$ cat config.mk
export PLATFORM = sky130hd
export DESIGN_NAME = gregorian_date_add_days
export DESIGN_NICKNAME = d
export VERILOG_FILES = /design/src/hdl/gdad_pkg.sv /design/src/hdl/gdad_ysplit.sv /design/src/hdl/gdad_step.sv /design/src/hdl/gregorian_date_add_days.sv
export SDC_FILE = /design/constraint.sdc
export NUM_CORES = 1
export LEC_CHECK = 0
export BUFFER_PORTS_ARGS = -buffer_cell sky130_fd_sc_hd__buf_2
export CAP_MARGIN = 40
export CORE_UTILIZATION = 55
export CTS_CLUSTER_SIZE = 14
export DETAILED_ROUTE_END_ITERATION = 10
export HOLD_SLACK_MARGIN = 0.02
export PLACE_DENSITY = 0.76
export SLEW_MARGIN = 20
export SYNTH_ARGS = -nofsm -noshare
export SYNTH_HDL_FRONTEND = slang
export SYNTH_SLANG_ARGS = --single-unit
$ cat constraint.sdc
create_clock -name clk -period 6.8 [get_ports clk]
set_input_delay 1.36 -clock clk [delete_from_list [all_inputs] [get_ports clk]]
set_output_delay 1.36 -clock clk [all_outputs]
set_load 0.005 [all_outputs]
$ cat src/hdl/gdad_pkg.sv
// Package for the Gregorian date adder: widths, date and control types,
// the sequencer states and the month length function.
// It has no dependencies and is compiled first.
`default_nettype none

package gdad_pkg;

  localparam int DAYS_BITS = 12;

  localparam logic [15:0] YEAR_TOP     = 16'hFFFF;
  localparam logic [3:0]  MONTH_FIRST  = 4'd1;
  localparam logic [3:0]  MONTH_LAST   = 4'd12;
  localparam logic [4:0]  DAY_FIRST    = 5'd1;
  localparam logic [4:0]  DAYS_SHORT   = 5'd30;
  localparam logic [4:0]  DAYS_FEB_LY  = 5'd29;
  localparam logic [4:0]  DAYS_FEB     = 5'd28;
  localparam logic [4:0]  DAYS_LONG    = 5'd31;
  localparam logic [6:0]  CENTURY_LAST = 7'd99;
  localparam logic [7:0]  CENTURY      = 8'd100;

  // floor(y / 100) is (y * DIV100_MUL) >> DIV100_SHIFT, low by at most one.
  localparam logic [15:0] DIV100_MUL   = 16'd41943;
  localparam int          DIV100_SHIFT = 22;

  typedef struct packed {
    logic [6:0] yr100;
    logic [1:0] cent;
  } split_t;

  typedef struct packed {
    logic [4:0]  day;
    logic [3:0]  month;
    logic [15:0] year;
    logic [6:0]  yr100;
    logic [1:0]  cent;
  } date_t;

  typedef struct packed {
    logic [4:0] mlen;
    logic       at_end;
    date_t      next;
  } step_t;

  typedef enum logic [2:0] {
    ST_IDLE,
    ST_SPLIT,
    ST_CHECK,
    ST_STEP,
    ST_DONE
  } state_t;

  function automatic logic [4:0] month_len(input logic [3:0] month, input logic leap);
    logic [4:0] len;
    case (month)
      4'd4, 4'd6, 4'd9, 4'd11: len = DAYS_SHORT;
      4'd2: len = leap ? DAYS_FEB_LY : DAYS_FEB;
      4'd1, 4'd3, 4'd5, 4'd7, 4'd8, 4'd10, 4'd12: len = DAYS_LONG;
      default: len = 5'd0;
    endcase
    return len;
  endfunction

endpackage

`default_nettype wire

$ cat src/hdl/gdad_ysplit.sv
// Splits a year into its value modulo 100 and its century modulo 4.
// Pipelined reciprocal multiply, remainder and fix-up; uses gdad_pkg.
`default_nettype none

module gdad_ysplit (
  input  wire logic            clk,
  input  wire logic            rst_n,
  input  wire logic            start,
  input  wire logic [15:0]     year,
  output logic                 done,
  output gdad_pkg::split_t     res
);

  logic [2:0]       v_r;
  logic [15:0]      year_r;
  logic [31:0]      prod_r;
  logic [7:0]       rem_r;
  logic [1:0]       q_r;
  gdad_pkg::split_t res_r;

  logic [31:0] prod_w;
  logic [9:0]  q_w;
  logic [16:0] qx_w;
  logic [16:0] rem_w;

  assign prod_w = 32'(year) * 32'(gdad_pkg::DIV100_MUL);
  assign q_w    = prod_r[gdad_pkg::DIV100_SHIFT +: 10];
  assign qx_w   = 17'(q_w) * 17'(gdad_pkg::CENTURY);
  assign rem_w  = {1'b0, year_r} - qx_w;

  always_ff @(posedge clk) begin
    if (!rst_n) begin
      v_r <= '0;
    end else begin
      v_r <= {v_r[1:0], start};
    end
  end

  always_ff @(posedge clk) begin
    if (start) begin
      year_r <= year;
      prod_r <= prod_w;
    end
    if (v_r[0]) begin
      rem_r <= rem_w[7:0];
      q_r   <= q_w[1:0];
    end
    if (v_r[1]) begin
      if (rem_r >= gdad_pkg::CENTURY) begin
        res_r.yr100 <= 7'(rem_r - gdad_pkg::CENTURY);
        res_r.cent  <= q_r + 2'd1;
      end else begin
        res_r.yr100 <= rem_r[6:0];
        res_r.cent  <= q_r;
      end
    end
  end

  assign done = v_r[2];
  assign res  = res_r;

endmodule

`default_nettype wire

$ cat src/hdl/gdad_step.sv
// Shared date unit: gives the length of the current month and the date one day
// later (or at_end), used for the validity check and every step; uses gdad_pkg.
`default_nettype none

module gdad_step (
  input  wire gdad_pkg::date_t cur,
  output gdad_pkg::step_t      res
);

  logic       leap;
  logic [4:0] mlen;

  assign leap = ((cur.year[1:0] == 2'd0) && (cur.yr100 != 7'd0)) ||
                ((cur.yr100 == 7'd0) && (cur.cent == 2'd0));
  assign mlen = gdad_pkg::month_len(cur.month, leap);

  always_comb begin
    res.mlen   = mlen;
    res.at_end = 1'b0;
    res.next   = cur;
    if (cur.day < mlen) begin
      res.next.day = cur.day + 5'd1;
    end else if (cur.month < gdad_pkg::MONTH_LAST) begin
      res.next.month = cur.month + 4'd1;
      res.next.day   = gdad_pkg::DAY_FIRST;
    end else if (cur.year < gdad_pkg::YEAR_TOP) begin
      res.next.year  = cur.year + 16'd1;
      res.next.month = gdad_pkg::MONTH_FIRST;
      res.next.day   = gdad_pkg::DAY_FIRST;
      if (cur.yr100 == gdad_pkg::CENTURY_LAST) begin
        res.next.yr100 = 7'd0;
        res.next.cent  = cur.cent + 2'd1;
      end else begin
        res.next.yr100 = cur.yr100 + 7'd1;
      end
    end else begin
      res.at_end = 1'b1;
    end
  end

endmodule

`default_nettype wire

$ cat src/hdl/gregorian_date_add_days.sv
// Gregorian date adder: checks a start date and advances it by a day count.
// An accepted word goes through the states that split the year, check the date,
// step one day at a time (stopping at the last day of year 65535) and load the
// output word; a new word is taken only once the sequencer is back in idle.
// rst_n is synchronous and active low; it clears the sequencer and output valid.
`default_nettype none

module gregorian_date_add_days (
  input  wire logic        clk,
  input  wire logic        rst_n,
  input  wire logic        in_tvalid,
  output logic             in_tready,
  // start_day[4:0], start_month[8:5], start_year[24:9], days_to_add[36:25], zeros
  input  wire logic [39:0] in_tdata,
  output logic             out_tvalid,
  input  wire logic        out_tready,
  // end_day[4:0], end_month[8:5], end_year[24:9], zeros
  output logic [31:0]      out_tdata,
  // date_valid[0], year_overflow[1]
  output logic [1:0]       out_tuser
);

  gdad_pkg::state_t state_r, state_nxt;
  gdad_pkg::date_t  date_r, date_nxt;
  logic [gdad_pkg::DAYS_BITS-1:0] cnt_r, cnt_nxt;
  logic valid_r, valid_nxt;
  logic ovf_r, ovf_nxt;
  logic out_tvalid_r, out_tvalid_nxt;
  logic [31:0] out_tdata_r, out_tdata_nxt;
  logic [1:0]  out_tuser_r, out_tuser_nxt;

  logic             in_acc;
  logic             split_done;
  gdad_pkg::split_t split_res;
  gdad_pkg::step_t  step_res;
  logic             start_ok;

  assign in_acc = in_tvalid && in_tready;

  gdad_ysplit u_ysplit (
    .clk   (clk),
    .rst_n (rst_n),
    .start (in_acc),
    .year  (in_tdata[24:9]),
    .done  (split_done),
    .res   (split_res)
  );

  gdad_step u_step (
    .cur (date_r),
    .res (step_res)
  );

  assign start_ok = (date_r.month >= gdad_pkg::MONTH_FIRST) &&
                    (date_r.month <= gdad_pkg::MONTH_LAST) &&
                    (date_r.day >= gdad_pkg::DAY_FIRST) &&
                    (date_r.day <= step_res.mlen);

  always_ff @(posedge clk) begin
    if (!rst_n) begin
      state_r      <= gdad_pkg::ST_IDLE;
      out_tvalid_r <= 1'b0;
    end else begin
      state_r      <= state_nxt;
      out_tvalid_r <= out_tvalid_nxt;
    end
  end

  always_ff @(posedge clk) begin
    date_r      <= date_nxt;
    cnt_r       <= cnt_nxt;
    valid_r     <= valid_nxt;
    ovf_r       <= ovf_nxt;
    out_tdata_r <= out_tdata_nxt;
    out_tuser_r <= out_tuser_nxt;
  end

  always_comb begin
    state_nxt      = state_r;
    date_nxt       = date_r;
    cnt_nxt        = cnt_r;
    valid_nxt      = valid_r;
    ovf_nxt        = ovf_r;
    out_tvalid_nxt = out_tvalid_r;
    out_tdata_nxt  = out_tdata_r;
    out_tuser_nxt  = out_tuser_r;
    in_tready      = 1'b0;
    if (out_tvalid_r && out_tready) begin
      out_tvalid_nxt = 1'b0;
    end
    case (state_r)
      gdad_pkg::ST_IDLE: begin
        in_tready = 1'b1;
        if (in_tvalid) begin
          date_nxt.day   = in_tdata[4:0];
          date_nxt.month = in_tdata[8:5];
          date_nxt.year  = in_tdata[24:9];
          cnt_nxt        = gdad_pkg::DAYS_BITS'(in_tdata[36:25]);
          ovf_nxt        = 1'b0;
          state_nxt      = gdad_pkg::ST_SPLIT;
        end
      end
      gdad_pkg::ST_SPLIT: begin
        if (split_done) begin
          date_nxt.yr100 = split_res.yr100;
          date_nxt.cent  = split_res.cent;
          state_nxt      = gdad_pkg::ST_CHECK;
        end
      end
      gdad_pkg::ST_CHECK: begin
        valid_nxt = start_ok;
        if (start_ok && (cnt_r != '0)) begin
          state_nxt = gdad_pkg::ST_STEP;
        end else begin
          state_nxt = gdad_pkg::ST_DONE;
        end
      end
      gdad_pkg::ST_STEP: begin
        if (step_res.at_end) begin
          ovf_nxt   = 1'b1;
          state_nxt = gdad_pkg::ST_DONE;
        end else begin
          date_nxt = step_res.next;
          cnt_nxt  = cnt_r - 1'b1;
          if (cnt_r == gdad_pkg::DAYS_BITS'(1)) begin
            state_nxt = gdad_pkg::ST_DONE;
          end
        end
      end
      gdad_pkg::ST_DONE: begin
        if (!out_tvalid_r || out_tready) begin
          out_tvalid_nxt = 1'b1;
          out_tdata_nxt  = {7'd0, date_r.year, date_r.month, date_r.day};
          out_tuser_nxt  = {ovf_r, valid_r};
          state_nxt      = gdad_pkg::ST_IDLE;
        end
      end
      default: begin
        state_nxt = gdad_pkg::ST_IDLE;
      end
    endcase
  end

  assign out_tvalid = out_tvalid_r;
  assign out_tdata  = out_tdata_r;
  assign out_tuser  = out_tuser_r;

  a_accept_splits: assert property (@(posedge clk) disable iff (!rst_n)
    in_acc |=> (state_r == gdad_pkg::ST_SPLIT))
    else $error("accepted word did not start the year split");

  a_step_count: assert property (@(posedge clk) disable iff (!rst_n)
    (state_r == gdad_pkg::ST_STEP) |-> (cnt_r != '0))
    else $error("stepping with no days left");

  a_ovf_valid: assert property (@(posedge clk) disable iff (!rst_n)
    (out_tvalid && out_tuser[1]) |-> out_tuser[0])
    else $error("overflow reported for an invalid date");

  a_ovf_date: assert property (@(posedge clk) disable iff (!rst_n)
    ((state_r == gdad_pkg::ST_DONE) && ovf_r) |->
      ((date_r.day == gdad_pkg::DAYS_LONG) && (date_r.month == gdad_pkg::MONTH_LAST) &&
       (date_r.year == gdad_pkg::YEAR_TOP)))
    else $error("saturated result is not the last day of the top year");

endmodule

`default_nettype wire
== Word level (Yosys, flattened, before mapping) ==
Cells that the tools add are included.
Word-level totals
  word-level logic and storage cells: 133
  input port bits: 44
  register bits after elaboration: 141
Operators by class
  add/sub/neg operators: 9
  order comparisons: 8
  reduce and logical (&&, ||, !) cells: 30
  multiply operators: 2
  equality and inequality tests: 30
  muxes and demuxes: 35
Operators by type and width (count)
  $mux W34: 2
  $mux W25: 2
  $pmux W25 S2: 1
  $mul A16 B16 Y32 const B: 1
  $mux W29: 1
  $mux W9: 3
  $mux W12: 2
  $pmux W12 S2: 1
  $eq A4 B4 Y1 const B: 5
  $mux W3: 6
  $pmux W9 S2: 1
  $add A16 B1 Y16 const B: 1
  $eq A4 B3 Y1 const B: 4
  $lt A16 B16 Y1 const B: 1
  $pmux W3 S5: 1
  $pmux W5 S3: 1
  $eq A12 B1 Y1 const B: 1
  $ne A2 B2 Y1 const B: 6
  $reduce_and A6 Y1: 2
  $reduce_bool A12 Y1: 1
  $sub A12 B1 Y12 const B: 1
  $mul A10 B5 Y6 const B: 1
  $mux W1: 10
  $eq A4 B2 Y1 const B: 2
  other kinds (41): 57

== Depth between registers and ports, before layout ==
  word-level depth: 10
  gate-level depth with buffers: 19

== Cells and area by module ==
From an unflattened synthesis, not the netlist that was laid out.
Unflattened totals
  cells, all modules: 1037
  area total of the unflattened synthesis: 10904.2 um^2
Modules (own cells, without submodules)
  gdad_ysplit: instances 1, area an instance 6164.7 um^2, cells an instance 560, sequential area each 1051.0 um^2
  gregorian_date_add_days: instances 1, area an instance 3590.9 um^2, cells an instance 316, sequential area each 2332.2 um^2
  gdad_step: instances 1, area an instance 1148.6 um^2, cells an instance 161, sequential area each 0.0 um^2

== Least setup slack after synthesis ==
No wires, ideal clock.
  path kind: input -> register
  start: in in_tdata[23]
  end: reg u_ysplit.prod_r[25] (data pin)
  required time: 6.541 ns
  arrival: 5.761 ns
  stages: 17
  setup time: 0.259 ns
  path slack: 0.779 ns
  cell sequence: inv_1 -> ha_1 -> inv_1 -> fa_1 -> fa_1 -> fa_1 -> fa_1 -> inv_1 -> fa_1 -> inv_1 -> ha_1 -> a211o_1 -> o211ai_1 -> a21oi_1 -> o32ai_1 -> and4_1 -> nor3_1
On the way
  word-level cells in the longest chain between the ends: 1
RTL lines
  from (decl): RTL line gregorian_date_add_days.sv:14  | input wire logic [39:0] in_tdata,
  $mul A16 B16 Y32: RTL line gdad_ysplit.sv:26  | assign prod_w = 32'(year) * 32'(gdad_pkg::DIV100_MUL);
  via u_ysplit.prod_w[25]: RTL line gdad_ysplit.sv:21  | logic [31:0] prod_w;
  to (signal assigned): RTL line gdad_ysplit.sv:42  | prod_r <= prod_w;
  to (decl): RTL line gdad_ysplit.sv:16  | logic [31:0] prod_r;
The timed path passes the listed nets, and every way through them passes these cells.
A chain may end at the register's enable or synchronous reset.

== Final worst setup path ==
  start: in in_tdata[16]
  end: reg u_ysplit.prod_r[25] (data pin)
The elaborated chain is that of the path after synthesis.

==> flow_summary.toml <==
[drt]
detail_route.first_pass.iterations = 5
m1WireLength_um = 8870
drt-wirelength-per-cell_um = 15.5
detailroute.wirelength.met3_um = 832
routed-via-count = 7038
post_drt_via_cell_ratio = 5.29
dr_wl_met2_um = 10600
finalWirelength_um = 20700
top_layer_used = "met4"
first_iter_violations = 329
postRouteAntennaNets = 0
drc = 0

[logic_synthesis]
post_synth_edffs = 108
number_of_synthesized_register_bits = 115
synth_area_per_cell_um2 = 10.6
yosysWarnings = 0
synth_seq_area_share_pct = 32.2
ys.flop_type = "sky130_fd_sc_hd__edfxtp_1"
yosys.cell_types.count = 59
synth_area_um2 = 10500
ys_async_rst_share_pct = 0
postSynthCellCount = 988

[clocking]
clk_pin_slew_ns = 0.06
cts_made_buffers = 17
post_cts.repair.setup_buffers = 0
worstSkewPairLatency_ns = 0.42
post_cts.resized_instances = 0
holdBufCountCts = 0
cts_htree_levels = 4
tritoncts_clock_tree = "built"
cts-root-buf = "sky130_fd_sc_hd__clkbuf_16"
cts-root-to-sink-buffers = 2
cts.sinks = 115

[power]
netSwitchingFraction_pct = 43.2
power.net_switching_mw = 2.41
pwr_density_cell_nw_per_um2 = 470
worst_ir_drop_vdd_uv = 498
power.sequential.fraction_pct = 22.0
pwr-share-clk_pct = 16.3
combPwrFrac_pct = 61.7
power.internal_mw = 3.17
cellLeakagePower_nw = 5.68

[sta]
final.min_clock_period_ns = 6.27
unrepaired_setup_endpoints_after_global_routing = "no"
hold_viol = 0
worst_clock_skew_ns = 0.00719
finalMaxSlewViolations = 0
tightest_slew_ns = 0.726
fin_tns_setup_ns = 0
timing.slew.headroom_pct = 51.3
report.final.setup_viol = 0
timing.fmax_mhz = 159
min_period_over_period_pct = 92.3

[worst_hold_path]
hold_path.startpoint = "u_ysplit.prod_r[0]"
whs_path_depth = 0
hold_path.class = "reg2reg"
hold_path_end = "u_ysplit.rem_r[0]"

[layout]
final_layout_size_suffix_gt1_share_pct = 12.0
most_used_cells_in_the_layout_excluding_fill_and_tap_cells = "sky130_fd_sc_hd__inv_1, sky130_fd_sc_hd__ha_1, sky130_fd_sc_hd__edfxtp_1"
layout_commonest_cell = "sky130_fd_sc_hd__inv_1"
fillCellCount = 1494
utilization_after_layout_pct = 63.4
num-nets-final = 1384
finish.cell_count_without_fillers = 1330
n_antenna_cell = 0
synth_to_final_area_change_pct = 12.8

[die]
die-area_um2 = 19700
initial_core_util_pct = 56.2
floorplan.die.height_um = 140
io_pins = 80
die_x_um = 140
rows = 50
core_area_um2 = 18700

[critical_path]
crit_path_end_kind = "register"
rrSetupSlack_ns = 3.45
worstPathArrival_ns = 6.50
path_cells = "buf_2, ha_1, inv_1, fa_1, inv_1, fa_1, inv_1, fa_1, inv_1, fa_1, inv_1, fa_1, inv_1, ha_1, nand4_1, nor4_1, o311ai_0, dlymetal6s2s_1, and4_1, nor3_1"
critical_path_peak_fanout = 7
timing.critical_path.from = "in_tdata[16]"
required_ns = 7.03
crit_path_max_incr_delay_ns = 0.54
worstReg2RegStart = "date_r[25]"
worst_path_dominant_cell_family = "adder cells"
worst_r2r_endpoint = "state_r[1]"
critical_path_class = "in2reg"
critPathSlowestCell = "sky130_fd_sc_hd__fa_1"
critical_path_buf_inv_count = 8
worst_r2r_path_depth = 11
crit_path_frequent_cell = "sky130_fd_sc_hd__inv_1"
critPathLaunchType = "input pin"

[placed_design]
place.detailed.instances = 1297
port_buffers = 69
routabilityCongestion = 0.876
dpl.hpwl_um = 16500

[status]
outcome = "complete, no violations"

[flow_run]
drv_cap = 0

[global_route]
globalRouteOverflowTotal = 0
antenna_found_initial = 0
grt_usage_pct = 23.2
grt_max_degree = 66
wire_length_of_the_first_global_routing_pass_um = 35400
grt_pass1_vias = 7358
-- worst max-delay path by stage --
stage          cells after the start  slack (ns)             endpoint
3_3_place_gp                      19        0.15  u_ysplit.prod_r[25]
3_5_place_dp                      19        0.10  u_ysplit.prod_r[25]
6_report                          20        0.53  u_ysplit.prod_r[25]
5_1_grt                           20        0.33  u_ysplit.prod_r[25]
2_1_floorplan                     17        0.78  u_ysplit.prod_r[25]
4_1_cts                           19        0.53  u_ysplit.prod_r[25]
-- routing by layer --
layer,vias up,global-route usage [%]
li1,3486,-
met1,3382,28.7
met2,148,42.0
met3,22,3.28
met4,0,7.29
met5,-,0
-- per-stage QoR --
step                      hold slack (ns)  worst slack [ns]  total power, mW  area (um^2)
after floorplan                     0.400             0.779             3.79        10500
after global placement              0.401             0.154             4.56        11200
after detailed placement            0.405             0.101             4.66        11200
after CTS                           0.416             0.532             5.60        11800
after global routing                0.420             0.328             6.20        11900
final                               0.416             0.526             5.58        11900
-- final cells by class --
class                           count  area [um^2]  area share [%]
Clock inverter                     12          158            1.33
Multi-Input combinational cell    647         6260            52.8
Clock buffer                       20          457            3.85
Sequential cell                   115         3380            28.5
Timing Repair Buffer               91          515            4.35
Inverter                          211          792            6.68
Tap cell                          234          293            2.47
-- synthesized netlist by cell type (3+ instances only) --
library cell	count	share of area [%]
sky130_fd_sc_hd__nand3_1	22	1.0
sky130_fd_sc_hd__buf_4	7	0.50
sky130_fd_sc_hd__a21o_1	10	0.71
sky130_fd_sc_hd__nor2_1	24	0.86
sky130_fd_sc_hd__and3_1	16	0.95
sky130_fd_sc_hd__nand2b_1	3	0.18
sky130_fd_sc_hd__o31ai_1	5	0.36
sky130_fd_sc_hd__nand4_1	8	0.48
sky130_fd_sc_hd__dfxtp_1	7	1.3
sky130_fd_sc_hd__xnor2_1	34	2.8
sky130_fd_sc_hd__a31oi_1	6	0.36
sky130_fd_sc_hd__nor3_1	11	0.52
sky130_fd_sc_hd__a31o_2	3	0.25
sky130_fd_sc_hd__and2_1	6	0.36
sky130_fd_sc_hd__ha_1	158	19
sky130_fd_sc_hd__nor2b_1	8	0.48
sky130_fd_sc_hd__a21oi_1	24	1.1
sky130_fd_sc_hd__o21ai_0	54	2.6
sky130_fd_sc_hd__inv_1	210	7.5
sky130_fd_sc_hd__and3b_1	3	0.25
sky130_fd_sc_hd__nand2_1	74	2.6
sky130_fd_sc_hd__edfxtp_1	108	31
sky130_fd_sc_hd__xor2_1	19	1.6
sky130_fd_sc_hd__a211oi_1	4	0.29
sky130_fd_sc_hd__o311ai_0	3	0.25
sky130_fd_sc_hd__nor4_1	5	0.30
sky130_fd_sc_hd__clkbuf_1	14	0.50
sky130_fd_sc_hd__fa_1	99	19
-- cells by family after synthesis --
family,after synthesis,synth area share (%)
AO/OA/AOI/OAI,132,7.73
XOR/XNOR,53,4.41
adder cells (fa/ha/maj),257,37.6
buffers and inverters,232,8.53
flip-flops,115,32.2
multiplexers,2,0.190
other,1,0.0357
AND/OR/NAND/NOR,196,9.30
-- power by group through the flow --
stage	clock (mW)	sequential (mW)	combinational [mW]
6_report	0.910	1.23	3.44
5_1_grt	0.949	1.25	4.00
4_1_cts	0.919	1.23	3.46
3_5_place_dp	0	1.24	3.42
3_3_place_gp	0	1.23	3.33
2_1_floorplan	0	1.19	2.60
-- registers in the layout, summed over array words and instances (netlist names) --
name and cells:
date_r 34, out_tdata 25, cnt_r 12, u_ysplit.res 9, u_ysplit.rem_r 8, u_ysplit.prod_r 7
u_ysplit.year_r 7, state_r 3, u_ysplit.v_r 3, out_tuser 2, u_ysplit.q_r 2, out_tvalid 1
ovf_r 1, valid_r 1
(Power assumes the default switching activity.)
